### src/matrix3_inverse_macros.svh
// Assertion macros shared by the matrix inverse RTL.
`ifndef MATRIX3_INVERSE_MACROS_SVH
`define MATRIX3_INVERSE_MACROS_SVH

// Same-cycle implication, disabled during reset.
`define MI3_ASSERT_NOW(label, ante, cons, msg) \
  label: assert property (@(posedge clk) disable iff (!rst_n) (ante) |-> (cons)) \
    else $error(msg);

// Next-cycle implication, disabled during reset.
`define MI3_ASSERT_NEXT(label, ante, cons, msg) \
  label: assert property (@(posedge clk) disable iff (!rst_n) (ante) |=> (cons)) \
    else $error(msg);

`endif

### src/mi3_pkg.sv
// Shared constants, types and the product sequence table for the matrix inverse.
`default_nettype none
package mi3_pkg;

  localparam int DATA_WIDTH = 32;
  localparam int FRAC_BITS  = 16;
  localparam int MW   = DATA_WIDTH + 1;           // multiplier operand width
  localparam int PW   = 2 * MW;                   // product width
  localparam int CW   = 2 * DATA_WIDTH + 1;       // cofactor width
  localparam int ACCW = DATA_WIDTH + CW + 2;      // determinant / accumulator width
  localparam int NW   = ACCW + 1;                 // divider remainder width
  localparam int NSH  = 2 * FRAC_BITS + 1;        // numerator scale shift
  localparam int QCW  = $clog2(DATA_WIDTH + 1);   // divider step counter width

  localparam logic [4:0] JOB_LAST = 5'd23;

  typedef enum logic [3:0] {
    ST_LOAD, ST_RD_A, ST_RD_B, ST_MUL, ST_ACC, ST_DET, ST_DIV_GO, ST_DIV_WAIT, ST_SING
  } state_t;

  typedef enum logic [1:0] {B_MAT, B_COF_LO, B_COF_HI} bsrc_t;

  typedef struct packed {
    logic [3:0] a_idx;
    logic [3:0] b_idx;
    bsrc_t      b_src;
    logic       sub;
    logic       shift;
    logic       first;
    logic       store;
    logic [3:0] cof_idx;
  } job_t;

  typedef struct packed {
    logic start;
    logic det_neg;
  } div_ctl_t;

  typedef struct packed {
    logic busy;
    logic done;
    logic sat;
  } div_sts_t;

  // adjugate cofactor k = m[a]*m[b] - m[c]*m[d]
  localparam logic [3:0] COF_IDX [9][4] = '{
    '{4'd4, 4'd8, 4'd7, 4'd5}, '{4'd2, 4'd7, 4'd1, 4'd8}, '{4'd1, 4'd5, 4'd2, 4'd4},
    '{4'd5, 4'd6, 4'd3, 4'd8}, '{4'd0, 4'd8, 4'd2, 4'd6}, '{4'd3, 4'd2, 4'd0, 4'd5},
    '{4'd3, 4'd7, 4'd6, 4'd4}, '{4'd6, 4'd1, 4'd0, 4'd7}, '{4'd0, 4'd4, 4'd3, 4'd1}
  };

  // Products 0..17 build the cofactors, 18..23 the determinant (split cofactor halves).
  function automatic job_t job_info(input logic [4:0] j);
    job_t       r;
    logic [3:0] kk;
    logic [1:0] t;
    r  = '0;
    kk = j[4:1];
    t  = 2'd0;
    if (kk < 4'd9) begin
      r.cof_idx = kk;
      r.b_src   = B_MAT;
      if (!j[0]) begin
        r.a_idx = COF_IDX[kk][0];
        r.b_idx = COF_IDX[kk][1];
        r.first = 1'b1;
      end else begin
        r.a_idx = COF_IDX[kk][2];
        r.b_idx = COF_IDX[kk][3];
        r.sub   = 1'b1;
        r.store = 1'b1;
      end
    end else begin
      t         = 2'(kk - 4'd9);
      r.a_idx   = {2'b00, t};
      r.cof_idx = ({2'b00, t} << 1) + {2'b00, t};
      if (!j[0]) begin
        r.b_src = B_COF_LO;
        r.first = (t == 2'd0);
      end else begin
        r.b_src = B_COF_HI;
        r.shift = 1'b1;
      end
    end
    return r;
  endfunction

endpackage
`default_nettype wire

### src/mi3_div.sv
// Bit-serial restoring divider: rounded, saturated cofactor / determinant.
`default_nettype none
module mi3_div (
  input  wire logic                          clk,
  input  wire logic                          rst_n,
  input  wire mi3_pkg::div_ctl_t             ctl,
  input  wire logic signed [mi3_pkg::CW-1:0] cof,
  input  wire logic [mi3_pkg::ACCW-1:0]      dabs,
  output mi3_pkg::div_sts_t                  sts,
  output logic [mi3_pkg::DATA_WIDTH-1:0]     value
);
  import mi3_pkg::*;

  localparam logic [DATA_WIDTH-1:0] POS_LIM = {1'b0, {(DATA_WIDTH-1){1'b1}}};
  localparam logic [DATA_WIDTH-1:0] NEG_LIM = {1'b1, {(DATA_WIDTH-1){1'b0}}};

  logic [NW-1:0]         rem_r;
  logic [DATA_WIDTH-1:0] nlo_r;
  logic [DATA_WIDTH-1:0] q_r;
  logic [QCW-1:0]        cnt_r;
  logic                  busy_r;
  logic                  done_r;
  logic                  neg_r;
  logic                  ovf_r;

  logic [CW-1:0] cmag;
  logic [NW-1:0] num;
  logic [NW-1:0] twod;
  logic [NW:0]   r2;
  logic [NW:0]   diff;
  logic          ge;
  logic          sat;

  assign cmag = cof[CW-1] ? CW'(-cof) : CW'(cof);
  assign num  = (NW'(cmag) << NSH) + NW'(dabs);
  assign twod = NW'(dabs) << 1;
  assign r2   = {rem_r, nlo_r[DATA_WIDTH-1]};
  assign diff = r2 - {1'b0, twod};
  assign ge   = (r2 >= {1'b0, twod});

  always_ff @(posedge clk) begin
    if (!rst_n) begin
      busy_r <= 1'b0;
      done_r <= 1'b0;
      cnt_r  <= '0;
    end else begin
      done_r <= 1'b0;
      if (ctl.start) begin
        busy_r <= 1'b1;
        cnt_r  <= QCW'(DATA_WIDTH);
      end else if (busy_r) begin
        cnt_r <= cnt_r - QCW'(1);
        if (cnt_r == QCW'(1)) begin
          busy_r <= 1'b0;
          done_r <= 1'b1;
        end
      end
    end
  end

  always_ff @(posedge clk) begin
    if (ctl.start) begin
      rem_r <= num >> DATA_WIDTH;
      nlo_r <= num[DATA_WIDTH-1:0];
      q_r   <= '0;
      neg_r <= cof[CW-1] ^ ctl.det_neg;
      // quotient of 2^DATA_WIDTH or more always clips
      ovf_r <= ((num >> DATA_WIDTH) >= twod);
    end else if (busy_r) begin
      rem_r <= ge ? diff[NW-1:0] : r2[NW-1:0];
      nlo_r <= nlo_r << 1;
      q_r   <= {q_r[DATA_WIDTH-2:0], ge};
    end
  end

  always_comb begin
    if (neg_r) begin
      sat   = ovf_r || (q_r > NEG_LIM);
      value = sat ? NEG_LIM : DATA_WIDTH'(-q_r);
    end else begin
      sat   = ovf_r || q_r[DATA_WIDTH-1];
      value = sat ? POS_LIM : q_r;
    end
  end

  assign sts.busy = busy_r;
  assign sts.done = done_r;
  assign sts.sat  = sat;

`include "matrix3_inverse_macros.svh"
  `MI3_ASSERT_NOW(a_done_idle, done_r, !busy_r, "divider done while busy")
  `MI3_ASSERT_NOW(a_fall_done, $fell(busy_r) && $past(rst_n), done_r, "divider stopped early")
  `MI3_ASSERT_NEXT(a_start_busy, ctl.start, busy_r, "divider did not start")

endmodule
`default_nettype wire

### config.mk
export PLATFORM = sky130hd
export DESIGN_NAME = mi3_div
export DESIGN_NICKNAME = d
export VERILOG_FILES = /design/src/mi3_pkg.sv /design/src/mi3_div.sv
export VERILOG_INCLUDE_DIRS = /design/src /design/src/src
export SDC_FILE = /design/constraint.sdc
export NUM_CORES = 1
export LEC_CHECK = 0
export BUFFER_PORTS_ARGS = -buffer_cell sky130_fd_sc_hd__buf_2
export CAP_MARGIN = 20
export CORE_MARGIN = 3
export CORE_UTILIZATION = 29
export CTS_BUF_LIST = sky130_fd_sc_hd__clkbuf_8
export DETAILED_ROUTE_END_ITERATION = 10
export GPL_TIMING_DRIVEN = 0
export PLACE_DENSITY_LB_ADDON = 0.08
export SLEW_MARGIN = 0
export SYNTH_ARGS = -nofsm -noshare
export SYNTH_HDL_FRONTEND = slang
export SYNTH_SLANG_ARGS = --single-unit
### constraint.sdc
create_clock -name clk -period 7.1 [get_ports clk]
set_clock_uncertainty 0.2 [all_clocks]
set_input_delay 0.355 -clock clk [delete_from_list [all_inputs] [get_ports clk]]
set_output_delay 0.355 -clock clk [all_outputs]
set_load 0.02 [all_outputs]
==> impl_metrics.prom, run 1 <==
# TYPE chip_impl_metric gauge
chip_impl_info{name="run_status",value="complete, no violations"} 1
chip_impl_metric{name="yosysUniqueCellTypes",unit=""} 79
chip_impl_metric{name="drive_above_1_share",unit=""} 0.116
chip_impl_metric{name="vdd.ir_drop.worst",unit="uV"} 142
chip_impl_metric{name="hold_viol",unit=""} 0
chip_impl_metric{name="total_cts_buffers",unit=""} 17
chip_impl_metric{name="finalCriticalPeriod",unit="ps"} 6940
chip_impl_metric{name="cts-htree-levels",unit=""} 4
chip_impl_info{name="critPathKind",value="in2reg"} 1
chip_impl_metric{name="final_report_setup_violation_count",unit=""} 0
chip_impl_metric{name="placementRows",unit=""} 100
chip_impl_metric{name="fmax",unit="GHz"} 0.144
chip_impl_metric{name="reported_net_switching_power",unit="uW"} 2850
chip_impl_metric{name="clock_path_buffers",unit=""} 2
chip_impl_metric{name="fin_nets",unit=""} 3571
chip_impl_metric{name="antenna_left",unit=""} 0
chip_impl_metric{name="mappedNetlistNets",unit=""} 3311
chip_impl_metric{name="grt_pass1_wl",unit="mm"} 148
chip_impl_metric{name="finalPower",unit="uW"} 5670
chip_impl_metric{name="drc",unit=""} 0
chip_impl_metric{name="crit_path_max_fanout",unit=""} 10
chip_impl_metric{name="timing.max_slew.rel_slack",unit=""} 0.279
chip_impl_metric{name="comb_power_share",unit=""} 0.629
chip_impl_metric{name="layout_worst_path_cycle_share",unit=""} 0.978
chip_impl_info{name="cell_chosen_for_the_clock_root",value="sky130_fd_sc_hd__clkbuf_8"} 1
chip_impl_metric{name="detailed_place_hpwl",unit="mm"} 83.2
chip_impl_metric{name="max_cap_violations",unit=""} 0
chip_impl_metric{name="post_synth_inst_count",unit=""} 2905
chip_impl_metric{name="buffer_ports.inserted",unit=""} 201
chip_impl_info{name="synth_ff_type",value="sky130_fd_sc_hd__edfxtp_1"} 1
chip_impl_metric{name="postRouteWirelength",unit="mm"} 101
chip_impl_metric{name="sequential_to_total_area_share_from_yosys_stat",unit=""} 0.206
chip_impl_metric{name="largest_net_degree_at_the_start_of_global_routing",unit=""} 59
chip_impl_metric{name="grt_remaining_overflow",unit=""} 0
chip_impl_metric{name="total_global_routing_track_utilization",unit=""} 0.250
chip_impl_metric{name="timing.hold.ws",unit="ps"} 36.1
chip_impl_metric{name="synth_edf_count",unit=""} 102
chip_impl_metric{name="avgViaCountPerCell",unit=""} 5.65
chip_impl_metric{name="routedWlPerCell",unit="um"} 24.3
chip_impl_metric{name="final_max_slew_viol_count",unit=""} 0
chip_impl_metric{name="antenna_found_initial",unit=""} 4
chip_impl_metric{name="initialDrtViolationCount",unit=""} 1854
chip_impl_metric{name="floorplan.initialDensity",unit=""} 0.293
chip_impl_info{name="setup.worst_path.start_class",value="primary input"} 1
chip_impl_metric{name="die_width",unit="um"} 281
chip_impl_metric{name="cts.clk_slew.worst_paths",unit="ps"} 100
chip_impl_info{name="cp-end-kind",value="register"} 1
chip_impl_info{name="tritoncts",value="built"} 1
chip_impl_metric{name="first_global_vias",unit=""} 22700
chip_impl_metric{name="design.core.area",unit="um2"} 74700
chip_impl_metric{name="post_synth_design_cell_area",unit="um2"} 21900
chip_impl_metric{name="cp_data_arrival_time",unit="ps"} 7010
chip_impl_metric{name="internal_power",unit="uW"} 2830
chip_impl_metric{name="sequential_group_share_of_total_power",unit=""} 0.236
chip_impl_metric{name="clk-insertion-delay-late",unit="ps"} 550
chip_impl_metric{name="synth.yosys.warnings",unit=""} 0
chip_impl_metric{name="gp_congestion",unit=""} 0.933
chip_impl_metric{name="vias",unit=""} 23400
chip_impl_metric{name="die-height",unit="um"} 281
chip_impl_metric{name="synthToLayoutAreaGrowth",unit="%"} 15.5
chip_impl_metric{name="power.leakage",unit="uW"} 0.0106
chip_impl_info{name="holdCritPathClass",value="in2reg"} 1
chip_impl_metric{name="power_switching_share",unit=""} 0.502
chip_impl_metric{name="io-pin-count",unit=""} 203
chip_impl_metric{name="power_per_cell_area",unit="nW/um2"} 224
chip_impl_metric{name="worstPathRequired",unit="ps"} 7170
chip_impl_metric{name="post_layout_util",unit=""} 0.339
chip_impl_metric{name="numClockSinks",unit=""} 174
chip_impl_metric{name="post_synth.cell_area_avg",unit="um2"} 7.54
chip_impl_metric{name="tightestPinTransition",unit="ps"} 1070
chip_impl_metric{name="fp.dieArea",unit="um2"} 78900
chip_impl_metric{name="power.clock.fraction",unit=""} 0.135
chip_impl_metric{name="async_flop_share",unit=""} 0
chip_impl_metric{name="initial_drt_pass_iterations",unit=""} 7
chip_impl_metric{name="synth_seq_cells",unit=""} 174
==> final timing paths <==
kind                               from                     to  slack [ps]  depth (start not counted)
hold / removal                 dabs[98]    rem_r[67]$_DFFE_PP_          40                          3
setup reg to reg    rem_r[15]$_DFFE_PP_    rem_r[25]$_DFFE_PP_         970                         15
hold reg to reg   cnt_r[1]$_SDFFE_PP0P_  cnt_r[1]$_SDFFE_PP0P_         300                          2
setup / recovery                cof[64]        ovf_r$_DFFE_PP_         160                         21
==> metrics by stage <==
| step | setup TNS (ps) | area (um2) | setup WS, ps | instances |
|---|---|---|---|---|
| 6_report | 0 | 25300 | 158 | 4148 |
| 5_1_grt | -4.62 | 25300 | -4.62 | 4148 |
| 4_1_cts | 0 | 25100 | 35.2 | 4145 |
| 3_5_place_dp | -1640 | 24200 | -1640 | 4080 |
| 3_3_place_gp | -53350 | 24100 | -2090 | 4075 |
| 2_1_floorplan | 0 | 21900 | 612 | 2905 |
==> cell type report <==
class,count,area (um2)
fillers,8010,49400
diodes,2,5.00
repair buffers,251,1540
multi-input cells,2382,16400
flip-flops and latches,174,4500
well taps,969,1210
clock inverters,13,136
clock buffers,18,248
plain buffers,159,616
inverters,180,676
==> power groups by stage <==
stage | logic (uW) | clock network (uW) | registers, uW
final | 3570 | 764 | 1340
after floorplan | 2300 | 0 | 1330
after global placement | 3410 | 0 | 1370
after global routing | 3890 | 820 | 1360
after detailed placement | 3410 | 0 | 1360
after CTS | 3490 | 792 | 1340
==> placed cells by master, fill, tap and decap left out, drive strengths merged, types with 102 or more instances in the layout <==
master	netlist	final
a21oi	270	270
buf	17	232
clkbuf	152	160
edfxtp	102	102
ha	236	236
inv	180	189
nand2	309	309
nor2	242	242
o21ai	192	192
xnor2	154	154
==> synthesized netlist by cell type (all sizes together), types with 18 or more instances <==
cell | instances | area [um2]
o21ai | 192 | 961
nor2 | 242 | 908
mux2i | 34 | 340
and3 | 18 | 113
dfxtp | 72 | 1440
a31oi | 55 | 344
nor3 | 44 | 225
a211oi | 31 | 233
mux2 | 40 | 450
nand2 | 309 | 1160
xnor2 | 154 | 1350
a21o | 92 | 691
o311ai | 27 | 236
clkbuf | 152 | 571
xor2 | 60 | 526
nor2b | 24 | 150
nor4 | 22 | 138
inv | 180 | 676
o21a | 49 | 368
ha | 236 | 2950
nand4 | 97 | 607
o21bai | 34 | 255
o31ai | 40 | 300
a21oi | 270 | 1350
or3 | 34 | 239
nand2b | 19 | 119
edfxtp | 102 | 3060
nand3 | 39 | 195
o211ai | 26 | 195
==> kinds of logic (layout without fill, tap and decap cells) <==
logic type               Yosys count  in the layout  share of synthesized area
AO/OA/AOI/OAI                    950            950                      0.279
XOR/XNOR                         214            214                     0.0855
adder cells (fa/ha/maj)          238            238                      0.137
buffers and inverters            349            621                     0.0606
flip-flops                       174            174                      0.206
multiplexers                      74             74                     0.0361
other                              0              2                          0
AND/OR/NAND/NOR                  906            906                      0.196
==> registers in the layout, summed over array words and instances (netlist names) <==
name	count
cnt_r	6
neg_r	1
q_r	32
done_r	1
rem_r	100
ovf_r	1
nlo_r	32
busy_r	1
==> per-layer routing <==
| metal | routed length (um) | up-vias | GRT usage |
|---|---|---|---|
| li1 | - | 11200 | - |
| met1 | 47200 | 11300 | 0.349 |
| met2 | 45300 | 771 | 0.408 |
| met3 | 5520 | 137 | 0.0300 |
| met4 | 2840 | 0 | 0.0630 |
| met5 | 0 | - | 0 |
==> timing repair <==
item	in CTS	in global routing
gates resized for setup	33	31
setup endpoints to repair	1	1
buffers inserted	1	7
pin swaps	1	5
endpoints found under the hold margin	38	0
cloned	0	0
hold buffers	36	0
==> critical path, stage by stage <==
cell and delay [ps]:
sky130_fd_sc_hd__clkbuf_1 490, sky130_fd_sc_hd__clkbuf_1 650, sky130_fd_sc_hd__o41ai_1 210, sky130_fd_sc_hd__xnor2_1 180, sky130_fd_sc_hd__ha_1 280, sky130_fd_sc_hd__clkbuf_1 270, sky130_fd_sc_hd__nand4_1 200, sky130_fd_sc_hd__o21ai_0 590
sky130_fd_sc_hd__xor2_1 660, sky130_fd_sc_hd__ha_1 380, sky130_fd_sc_hd__nand4_1 140, sky130_fd_sc_hd__nor2_1 100, sky130_fd_sc_hd__o21ai_0 160, sky130_fd_sc_hd__nand2_1 90, sky130_fd_sc_hd__o31ai_1 430, sky130_fd_sc_hd__o211ai_1 320
sky130_fd_sc_hd__a211oi_2 580, sky130_fd_sc_hd__nor2_1 120, sky130_fd_sc_hd__a211oi_2 370, sky130_fd_sc_hd__nor4_2 120, sky130_fd_sc_hd__o21a_2 270
No activity file was read; power rests on OpenSTA's default activity.
==> run 2: changes to the inputs <==
PLACE_DENSITY = 0.53   (was unset)
PLACE_DENSITY_LB_ADDON = unset   (was 0.08)
==> impl_metrics.prom, run 2 (synthesis gave the netlist of run 1 again) <==
# TYPE chip_impl_metric gauge
chip_impl_metric{name="vdd.ir_drop.worst",unit="uV"} 148
chip_impl_metric{name="cts.clk_slew.worst_paths",unit="ps"} 110
chip_impl_info{name="holdCritPathClass",value="in2reg"} 1
chip_impl_metric{name="initialDrtViolationCount",unit=""} 1986
chip_impl_info{name="cp_common_cell",value="sky130_fd_sc_hd__a21oi_1"} 1
chip_impl_metric{name="cts-htree-levels",unit=""} 4
chip_impl_metric{name="floorplan.initialDensity",unit=""} 0.293
chip_impl_info{name="cell_chosen_for_the_clock_root",value="sky130_fd_sc_hd__clkbuf_8"} 1
chip_impl_metric{name="grt_remaining_overflow",unit=""} 0
chip_impl_metric{name="fill_cell_instance_count_of_the_final_layout",unit=""} 8046
chip_impl_metric{name="fin_nets",unit=""} 3563
chip_impl_info{name="critical-path-slowest-cell",value="sky130_fd_sc_hd__or3b_2"} 1
chip_impl_metric{name="clk-insertion-delay-late",unit="ps"} 540
chip_impl_metric{name="avgViaCountPerCell",unit=""} 5.67
chip_impl_metric{name="routedWlPerCell",unit="um"} 22.5
chip_impl_metric{name="place_ws",unit="ps"} -1540
chip_impl_metric{name="finalNonFillerCells",unit=""} 4141
chip_impl_info{name="commonest_non_fill_non_tap_cell_in_the_layout",value="sky130_fd_sc_hd__nand2_1"} 1
chip_impl_metric{name="first_global_vias",unit=""} 21900
chip_impl_metric{name="flip_flop_count_of_the_largest_register_after_layout",unit=""} 100
chip_impl_metric{name="tightestPinTransition",unit="ps"} 1110
chip_impl_metric{name="path_buf_inv",unit=""} 1
chip_impl_metric{name="initial_drt_pass_iterations",unit=""} 5
chip_impl_metric{name="final_max_slew_viol_count",unit=""} 0
chip_impl_metric{name="die-height",unit="um"} 281
chip_impl_metric{name="layout_worst_path_cycle_share",unit=""} 0.957
chip_impl_metric{name="hold_viol",unit=""} 0
chip_impl_metric{name="grt_pass1_wl",unit="mm"} 138
chip_impl_metric{name="power.leakage",unit="uW"} 0.0105
chip_impl_metric{name="antenna_left",unit=""} 0
chip_impl_metric{name="clock_path_buffers",unit=""} 2
chip_impl_info{name="tritoncts",value="built"} 1
chip_impl_info{name="cp-end-kind",value="register"} 1
chip_impl_metric{name="largest_net_degree_at_the_start_of_global_routing",unit=""} 56
chip_impl_metric{name="max_cap_violations",unit=""} 0
chip_impl_metric{name="setup_ws",unit="ps"} 306
chip_impl_metric{name="placed_cells",unit=""} 4078
chip_impl_metric{name="detailed_place_hpwl",unit="mm"} 76.0
chip_impl_info{name="critical-path-top-delay-family",value="simple AND/OR/NAND/NOR gates"} 1
chip_impl_info{name="largest_register",value="rem_r"} 1
chip_impl_info{name="layout_common_cells",value="308 x sky130_fd_sc_hd__nand2_1, 266 x sky130_fd_sc_hd__a21oi_1, 238 x sky130_fd_sc_hd__nor2_1"} 1
chip_impl_metric{name="postRouteWirelength",unit="mm"} 93.1
chip_impl_metric{name="buffer_ports.inserted",unit=""} 201
chip_impl_info{name="biggestRegsByFlops",value="rem_r (100), nlo_r (32), q_r (32)"} 1
chip_impl_metric{name="io-pin-count",unit=""} 203
chip_impl_info{name="run_status",value="complete, no violations"} 1
chip_impl_metric{name="timing.max_slew.rel_slack",unit=""} 0.261
chip_impl_metric{name="power_per_cell_area",unit="nW/um2"} 223
chip_impl_metric{name="vias",unit=""} 23500
chip_impl_metric{name="total_global_routing_track_utilization",unit=""} 0.229
chip_impl_metric{name="design.core.area",unit="um2"} 74700
chip_impl_metric{name="die_width",unit="um"} 281
chip_impl_metric{name="drive_above_1_share",unit=""} 0.112
chip_impl_metric{name="total_cts_buffers",unit=""} 17
chip_impl_metric{name="drc",unit=""} 0
chip_impl_metric{name="fp.dieArea",unit="um2"} 78900
chip_impl_metric{name="gp_congestion",unit=""} 0.956
chip_impl_metric{name="placementRows",unit=""} 100
chip_impl_metric{name="critical-path-max-stage-delay",unit="ps"} 530
chip_impl_metric{name="fmax",unit="GHz"} 0.147
chip_impl_metric{name="final_report_setup_violation_count",unit=""} 0
chip_impl_metric{name="crit_path_max_fanout",unit=""} 7
chip_impl_metric{name="finalCriticalPeriod",unit="ps"} 6790
chip_impl_info{name="critPathKind",value="in2reg"} 1
chip_impl_info{name="setup.worst_path.start_class",value="primary input"} 1
chip_impl_metric{name="antenna_found_initial",unit=""} 3
chip_impl_metric{name="worstPathRequired",unit="ps"} 7180
chip_impl_metric{name="numClockSinks",unit=""} 174
chip_impl_metric{name="synthToLayoutAreaGrowth",unit="%"} 15.1
chip_impl_metric{name="cp_data_arrival_time",unit="ps"} 6880
chip_impl_metric{name="post_layout_util",unit=""} 0.338
run 2: cell types whose count changed in the layout (fill, tap and decap cells not counted), moves of 3 or more:
cell,change
sky130_fd_sc_hd__buf_4,-5
sky130_fd_sc_hd__inv_4,-4
sky130_fd_sc_hd__clkinv_4,+3
sky130_fd_sc_hd__o21ai_0,+3
sky130_fd_sc_hd__o21ai_1,-3
run 2: through the flow:
step / power, uW / cell area, um2 / hold WS (ps) / TNS [ps]
2_1_floorplan: 3630 / 21900 / 267 / 0
6_report: 5620 / 25200 / 81.3 / 0
5_1_grt: 6000 / 25200 / 52.5 / -50.8
4_1_cts: 5550 / 25100 / 37.4 / 0
3_5_place_dp: 4660 / 24200 / 292 / -1610
3_3_place_gp: 4660 / 24100 / 283 / -34430
run 2: layer usage:
metal,global-route usage,up-vias,wire length [um]
li1,-,11200,-
met2,0.372,949,42000
met1,0.309,11200,41400
met4,0.0741,0,2830
met5,0,-,0
met3,0.0374,113,6960
run 2: layout make-up:
type | count | area (um2) | area share
multi-input combinational | 2382 | 16300 | 0.647
sequential | 174 | 4500 | 0.179
timing repair buffer | 242 | 1440 | 0.0569
tap | 969 | 1210 | 0.0481
inverter | 180 | 676 | 0.0268
buffer | 160 | 622 | 0.0246
clock buffer | 18 | 248 | 0.00982
clock inverter | 14 | 190 | 0.00754
antenna | 2 | 5.00 | 0.000198
run 2: what timing repair did:
| action | in CTS | in global routing |
|---|---|---|
| endpoints found under the hold margin | 38 | 0 |
| pin swaps | 0 | 4 |
| gates cloned | 0 | 0 |
| hold buffers | 35 | 0 |
| buffers inserted | 0 | 3 |
| resized for setup | 20 | 35 |
| setup endpoints to repair | 1 | 1 |
run 2: worst paths after layout:
path / startpoint / slack [ps] / cells after the start / endpoint
max: cof[4] / 310 / 29 / ovf_r$_DFFE_PP_
min: dabs[98] / 80 / 3 / rem_r[67]$_DFFE_PP_
max reg2reg: rem_r[43]$_DFFE_PP_ / 1060 / 15 / rem_r[46]$_DFFE_PP_
min reg2reg: cnt_r[1]$_SDFFE_PP0P_ / 310 / 2 / cnt_r[1]$_SDFFE_PP0P_
run 2: power breakdown:
group	internal [uW]	leakage (uW)	switching [uW]
registers	1250	0.00160	88.9
logic	1240	0.00868	2220
clock network	393	0.000227	435
run 2: worst register-to-register path, delay by kind of cell (launching register included):
kind                     cells  cell delay (ps)
AO/OA/AOI/OAI                9             2370
flip-flops                   1              430
adder cells (fa/ha/maj)      1              290
buffers and inverters        4             2220
AND/OR/NAND/NOR              1              320
